--- src/hdl/bffpa_pkg.sv ---
package bffpa_pkg;

  // Request codes.
  localparam logic FUNC_ALLOC = 1'b0;
  localparam logic FUNC_FREE  = 1'b1;

  // Result status codes.
  typedef enum logic [1:0] {
    ST_ALLOC   = 2'd0,
    ST_FREED   = 2'd1,
    ST_OOM     = 2'd2,
    ST_IGNORED = 2'd3
  } status_e;

  // Configuration register indexes.
  localparam logic CFG_BASE  = 1'b0;
  localparam logic CFG_PAGES = 1'b1;

  // Sequencer states.
  typedef enum logic [2:0] {
    S_IDLE,
    S_SCAN,
    S_MARK,
    S_CLEAR,
    S_DONE
  } state_e;

endpackage

--- src/hdl/bitmap_first_fit_page_allocator.sv ---
// Bitmap first-fit page allocator. The used map sits in a one-bit-wide
// synchronous memory of MAX_PAGES entries, swept one page per cycle. An
// allocate request scans the map from page 0 until a run of free pages fits,
// then marks the granted pages; when no run fits it scans to the end of the
// region. The map read is registered. A free request clears its pages, up to
// the end of the region. Ignored requests, frees that start outside the region
// and allocations larger than the region go straight to the result. A new
// request is taken only once the last result has been taken. The map is
// cleared at reset by a pass over all MAX_PAGES entries, during which no
// request is taken. Configuration writes are taken at any time the block idles.
module bitmap_first_fit_page_allocator #(
  parameter int MAX_PAGES  = 1024,
  parameter int PAGE_SHIFT = 12
) (
  input  logic        clk_i,
  input  logic        rst_ni,
  input  logic        cfg_we_i,
  input  logic        cfg_index_i,
  input  logic [31:0] cfg_wdata_i,
  input  logic        in_valid_i,
  output logic        in_stall_o,
  input  logic        func_i,
  input  logic [31:0] size_bytes_i,
  input  logic [31:0] address_i,
  output logic        out_valid_o,
  input  logic        out_stall_i,
  output logic [31:0] result_address_o,
  output logic [1:0]  status_o,
  output logic [10:0] free_page_total_o
);
  import bffpa_pkg::*;

  localparam int AW = $clog2(MAX_PAGES);
  localparam int CW = $clog2(MAX_PAGES + 1);
  localparam int PW = 33 - PAGE_SHIFT;

  state_e            state_q, state_d;
  logic [31:0]       base_q;
  logic [10:0]       pcount_q;
  logic [CW-1:0]     free_q;
  logic              clr_q;
  logic [AW:0]       clr_idx_q;
  logic [CW-1:0]     limit;
  logic [PW-1:0]     need;
  logic [PW-1:0]     need_q;
  logic [CW:0]       idx_q, start_q, end_q;
  logic [PW-1:0]     run_q;
  logic              rd_pend_q;
  logic              mem_q [MAX_PAGES];
  logic              rd_q;
  logic              we;
  logic [AW-1:0]     waddr;
  logic              wdata;
  logic [31:0]       offset;
  logic [31:0]       start_pg;
  logic [31:0]       res_addr_q;
  logic [1:0]        status_q;
  logic              ov_q;

  // Effective page count and page-rounded request size.
  assign limit = (32'(pcount_q) > 32'(MAX_PAGES)) ? CW'(MAX_PAGES) : CW'(pcount_q);
  assign need  = PW'(({1'b0, size_bytes_i} + 33'((1 << PAGE_SHIFT) - 1)) >> PAGE_SHIFT);
  assign offset   = address_i - base_q;
  assign start_pg = offset >> PAGE_SHIFT;

  // Configuration registers.
  always_ff @(posedge clk_i or negedge rst_ni) begin
    if (!rst_ni) begin
      base_q   <= '0;
      pcount_q <= 11'd1024;
    end else if (cfg_we_i) begin
      if (cfg_index_i == CFG_BASE) base_q <= cfg_wdata_i;
      else pcount_q <= cfg_wdata_i[10:0];
    end
  end

  assign in_stall_o  = clr_q || (state_q != S_IDLE) || ov_q;
  assign out_valid_o = ov_q;
  assign result_address_o  = res_addr_q;
  assign status_o          = status_q;
  assign free_page_total_o = 11'(free_q);

  // Memory write port.
  always_comb begin
    we = 1'b0;
    waddr = idx_q[AW-1:0];
    wdata = 1'b0;
    if (clr_q) begin
      we = 1'b1;
      waddr = clr_idx_q[AW-1:0];
    end else if (state_q == S_MARK) begin
      we = 1'b1;
      wdata = 1'b1;
    end else if (state_q == S_CLEAR && idx_q < end_q) begin
      we = 1'b1;
    end
  end

  always_ff @(posedge clk_i) begin
    if (we) mem_q[waddr] <= wdata;
    rd_q <= mem_q[idx_q[AW-1:0]];
  end

  // Next state.
  always_comb begin
    state_d = state_q;
    case (state_q)
      S_IDLE: if (in_valid_i && !in_stall_o) begin
        if (size_bytes_i == 0) state_d = S_DONE;
        else if (func_i == FUNC_ALLOC)
          state_d = ({{(CW+1){1'b0}}, need} <= (PW+CW+1)'(limit)) ? S_SCAN : S_DONE;
        else if (address_i == 0 || start_pg >= 32'(limit)) state_d = S_DONE;
        else state_d = S_CLEAR;
      end
      S_SCAN: if (rd_pend_q) begin
        if (!rd_q && (run_q + 1'b1) == need_q) state_d = S_MARK;
        else if (idx_q >= (CW+1)'(limit)) state_d = S_DONE;
      end
      S_MARK:  if (idx_q + 1'b1 == end_q) state_d = S_DONE;
      S_CLEAR: if (idx_q + 1'b1 >= end_q) state_d = S_DONE;
      S_DONE:  state_d = S_IDLE;
      default: state_d = S_IDLE;
    endcase
  end

  // Datapath and control registers.
  always_ff @(posedge clk_i or negedge rst_ni) begin
    if (!rst_ni) begin
      state_q <= S_IDLE;
      clr_q <= 1'b1;
      clr_idx_q <= '0;
      free_q <= CW'(MAX_PAGES);
      ov_q <= 1'b0;
      idx_q <= '0;
      rd_pend_q <= 1'b0;
      run_q <= '0;
      start_q <= '0;
      end_q <= '0;
      need_q <= '0;
      res_addr_q <= '0;
      status_q <= ST_IGNORED;
    end else begin
      state_q <= state_d;
      if (clr_q) begin
        clr_idx_q <= clr_idx_q + 1'b1;
        if (clr_idx_q == (AW+1)'(MAX_PAGES - 1)) clr_q <= 1'b0;
      end
      if (ov_q && !out_stall_i) ov_q <= 1'b0;
      case (state_q)
        S_IDLE: if (in_valid_i && !in_stall_o) begin
          res_addr_q <= '0;
          status_q <= ST_IGNORED;
          idx_q <= '0;
          rd_pend_q <= 1'b0;
          run_q <= '0;
          need_q <= need;
          if (size_bytes_i != 0 && func_i == FUNC_ALLOC) status_q <= ST_OOM;
          if (size_bytes_i != 0 && func_i == FUNC_FREE && address_i != 0 &&
              start_pg < 32'(limit)) begin
            idx_q <= (CW+1)'(start_pg);
            if ({{(CW+1){1'b0}}, need} + (PW+CW+1)'(start_pg) > (PW+CW+1)'(limit))
              end_q <= (CW+1)'(limit);
            else
              end_q <= (CW+1)'(start_pg + 32'(need));
            status_q <= ST_FREED;
          end
        end
        S_SCAN: begin
          // Read issued for idx_q; data arrives in the following cycle.
          rd_pend_q <= 1'b1;
          if (rd_pend_q) begin
            if (!rd_q) begin
              if (run_q == 0) start_q <= idx_q - 1'b1;
              run_q <= run_q + 1'b1;
              if (run_q + 1'b1 == need_q) begin
                idx_q <= (run_q == 0) ? idx_q - 1'b1 : start_q;
                end_q <= idx_q;
                res_addr_q <= base_q + (32'((run_q == 0) ? idx_q - 1'b1 : start_q)
                              << PAGE_SHIFT);
                status_q <= ST_ALLOC;
              end else idx_q <= idx_q + 1'b1;
            end else begin
              run_q <= '0;
              idx_q <= idx_q + 1'b1;
            end
          end else idx_q <= idx_q + 1'b1;
        end
        S_MARK: begin
          idx_q <= idx_q + 1'b1;
          if (free_q != 0) free_q <= free_q - 1'b1;
        end
        S_CLEAR: begin
          if (idx_q < end_q) begin
            idx_q <= idx_q + 1'b1;
            if (free_q < CW'(MAX_PAGES)) free_q <= free_q + 1'b1;
          end
        end
        S_DONE: ov_q <= 1'b1;
        default: ;
      endcase
    end
  end

endmodule

--- config.mk ---
export PLATFORM = sky130hd
export DESIGN_NAME = bitmap_first_fit_page_allocator
export DESIGN_NICKNAME = d
export VERILOG_FILES = /design/src/hdl/bffpa_pkg.sv /design/src/hdl/bitmap_first_fit_page_allocator.sv
export SDC_FILE = /design/constraint.sdc
export NUM_CORES = 2
export LEC_CHECK = 0
export BUFFER_PORTS_ARGS = -buffer_cell sky130_fd_sc_hd__buf_2
export CORE_ASPECT_RATIO = 1.4
export CORE_UTILIZATION = 46
export DETAILED_ROUTE_END_ITERATION = 10
export PLACE_DENSITY = 0.74
export RECOVER_POWER = 25
export SYNTH_ARGS = -nofsm -noshare
export SYNTH_HDL_FRONTEND = slang
export SYNTH_SLANG_ARGS = --single-unit
--- constraint.sdc ---
create_clock -name clk_i -period 46.4 [get_ports clk_i]
set_input_delay 9.28 -clock clk_i [delete_from_list [all_inputs] [get_ports clk_i]]
set_output_delay 9.28 -clock clk_i [all_outputs]
set_load 0.01 [all_outputs]
==> results.toml <==
[cts]
clock_sinks = 1208
cts_resized = 0
cts_buffers = 109
clock_latency_ns = 0.73
clkSlewWorstSetupHoldPaths_ns = 0.07
clk_path_buf_depth = 3
htreeDepth = 3
cts_root_buffer = "clkbuf_16"
postCtsHoldBufs = 0
postCtsSetupBuffers = 0
cts_tree = "done"

[drt]
first_pass_iters = 7
vias_per_cell = 6.10
wl_per_cell_um = 24.9
vias = 37896
wl_mm = 154
final_antenna_net_count = 0
drc_errors = 0
drt_iter0_markers = 4477

[synthesis]
syn_nets = 4753
synth_common_cells = "nor2_1, edfxtp_1, mux4_2"
async_reset_ff_share_pct = 15.1
synthCells = 4495
synth_most_common_cell = "nor2_1"
yosys.area.top_type = "edfxtp_1"
yosysTopAreaCellShare_pct = 52.5
synth-seq-cells = 1208
synth_top_flop_cell = "edfxtp_1"
synth_area_leaders = "edfxtp_1, mux4_2, dfrtp_1, nor2_1, ha_1"
synth_warnings = 0
synth_area_um2 = 58500
ys_seq_area_share_pct = 60.4
synth_area_per_cell_um2 = 13.0
synth_cell_types = 88
synth_edf_count = 1024

[pwr]
clkPwrFrac_pct = 30.7
power.density_nw_per_um2 = 46.4
switching_power_uw = 980
pwr-share-comb_pct = 27.5
internal_power_mw = 2.01
p_seq_share_pct = 41.8
total_power_mw = 2.99
p_leak_nw = 18.3
swShare_pct = 32.8
vdd_drop_max_uv = 49.1

[status]
status = "finished with violations"
violations = "max-capacitance violations, max-slew violations"

[critical_path]
crit_arrival_ns = 16.65
end_kind = "flop"
slowest_stage = "or4_1"
cpMostUsedCell = "a21oi_1"
path_class = "in -> reg"
cp.required_ns = 46.99
start_kind = "primary input"
path_max_fanout = 20
max_stage_delay_ns = 0.85

[global_route]
grt_pass1_vias = 37386
grt_remaining_overflow = 0
grt_usage_pct = 23.9
grt_pass1_wl_mm = 229
antenna_found_initial = 1
grt_max_degree = 293

[final_layout]
fill_cells = 10377
fin_cells = 6209
fin_area_um2 = 64300
finish.utilization_pct = 51.0
multi_input_area_um2 = 21600
antenna_cells = 0
drive_gt1_share_pct = 18.0
fin_nets = 4740
area_growth_pct = 9.84
register_area_um2 = 35400

[placement]
dp_slack_ns = 29.82
port_buffers = 149
dp_hpwl_mm = 91.2
place.gp.congestion = 0.903
placedCellCount = 6009
dpl-instance-area_um2 = 60800

[sta]
drv_slew = 945
clock_skew_ns = 0.0386
layout_setup_ws_ns = 30.35
period_needed_ns = 16.05
worst_hold_slack_ns = 0.471
worst_pin_slew_ns = 10.17
maxClockFrequency_mhz = 62.3
slew_headroom_pct = -578
period_share_pct = 34.6
rsz0062_at_grt = "false"
setup_viol = 0
finalHoldViolations = 0
tns_ns = 0

[worst_hold_path]
hold_path.class = "reg -> reg"

[floorplan]
start_util_pct = 46.5
ioPinCount = 150
dieArea_um2 = 129000
die_width_um = 304
coreArea_um2 = 126000
die_h_um = 424
rows = 154

[job]
drv_cap = 7
[power groups by stage]
stage	clock [mW]	combinational, mW	sequential, mW
3_5_place_dp	0	0.814	1.27
3_3_place_gp	0	0.806	1.27
4_1_cts	0.928	0.819	1.25
5_1_grt	0.965	0.888	1.25
2_1_floorplan	0	0.618	1.23
6_report	0.918	0.820	1.25
[cells by family (layout without fill, tap and decap cells)]
logic type	Yosys count	after routing	synth area share (%)
AOI/OAI and AO/OA	461	461	5.08
xor gates and xnor gates	135	135	2.02
adders and majority gates	155	155	3.35
buffers and inverters	462	538	3.00
DFF	1208	1208	60.4
muxes	396	396	14.2
and+or+nand+nor	1678	1678	12.0
[registers in the layout, summed over array words and instances, names as in the netlist, 2 cells and up]
signal and flops:
start_q 12, free_page_total_o 11, end_q 12, pcount_q 11, mem_q 1024, idx_q 12
state_q 3, result_address_o 32, clr_idx_q 11, run_q 21, base_q 32, status_o 2
need_q 21
[layout make-up]
| cell class | count | area share [%] |
|---|---|---|
| Sequential cell | 1208 | 55.0 |
| Multi-Input combinational cell | 2825 | 33.5 |
| Clock buffer | 127 | 4.38 |
| Tap cell | 1638 | 3.19 |
| Timing Repair Buffer | 223 | 2.02 |
| Clock inverter | 73 | 1.20 |
| Inverter | 115 | 0.671 |
[final timing paths]
path | from | end | slack (ns) | cells after the start
max in group asynchronous | rst_ni | idx_q[0]$_DFFE_PN0P_ | 35.70 | 3
setup / recovery | address_i[5] | end_q[4]$_DFFE_PN0P_ | 30.35 | 31
min in group asynchronous | rst_ni | run_q[12]$_DFFE_PN0P_ | 8.57 | 1
hold / removal | result_address_o[11]$_DFFE_PN0P_ | result_address_o[11]$_DFFE_PN0P_ | 0.47 | 2
setup reg to reg | clr_q$_DFF_PN1_ | mem_q[556]$_DFFE_PP_ | 32.39 | 4
hold reg to reg | result_address_o[11]$_DFFE_PN0P_ | result_address_o[11]$_DFFE_PN0P_ | 0.47 | 2
[per-layer routing]
| metal | wire (um) | up-vias | part of all wire, % | global-route usage, % |
|---|---|---|---|---|
| li1 | - | 16459 | - | - |
| met1 | 55500 | 19167 | 36 | 29.1 |
| met2 | 77200 | 1845 | 50 | 40.8 |
| met3 | 13300 | 423 | 8.6 | 3.74 |
| met4 | 8480 | 2 | 5.5 | 12.3 |
| met5 | 12 | - | 0.0078 | 0 |
[cells in the final DEF (no fill, tap or decap), types with 19 or more instances in the layout]
cell type | Yosys | layout
nor2_1 | 1115 | 1115
edfxtp_1 | 1024 | 1024
mux4_2 | 340 | 340
nand2_1 | 267 | 249
dfrtp_1 | 178 | 174
ha_1 | 152 | 152
buf_2 | 9 | 148
o21ai_0 | 143 | 143
inv_1 | 112 | 112
clkbuf_16 | 0 | 110
xnor2_1 | 104 | 104
a21oi_1 | 84 | 84
buf_4 | 0 | 67
nand3_1 | 58 | 52
nor3_1 | 44 | 42
mux2_2 | 36 | 36
nand4_1 | 35 | 35
o31ai_1 | 33 | 32
xor2_1 | 31 | 31
a21o_1 | 29 | 29
o21a_1 | 29 | 29
nor4_1 | 28 | 27
clkinv_1 | 1 | 25
clkbuf_1 | 295 | 23
a31oi_1 | 21 | 21
nor2b_1 | 20 | 19
o211ai_1 | 19 | 19
[critical path: cells and delay by family]
| family | cells | cell delay [ns] |
|---|---|---|
| compound gates | 14 | 3.04 |
| xor+xnor | 2 | 0.38 |
| fa+ha+maj | 3 | 0.76 |
| buf+inv | 1 | 0.11 |
| mux | 1 | 0.34 |
| simple gates | 10 | 2.73 |
Note: power is estimated with default switching activity, not from simulation.
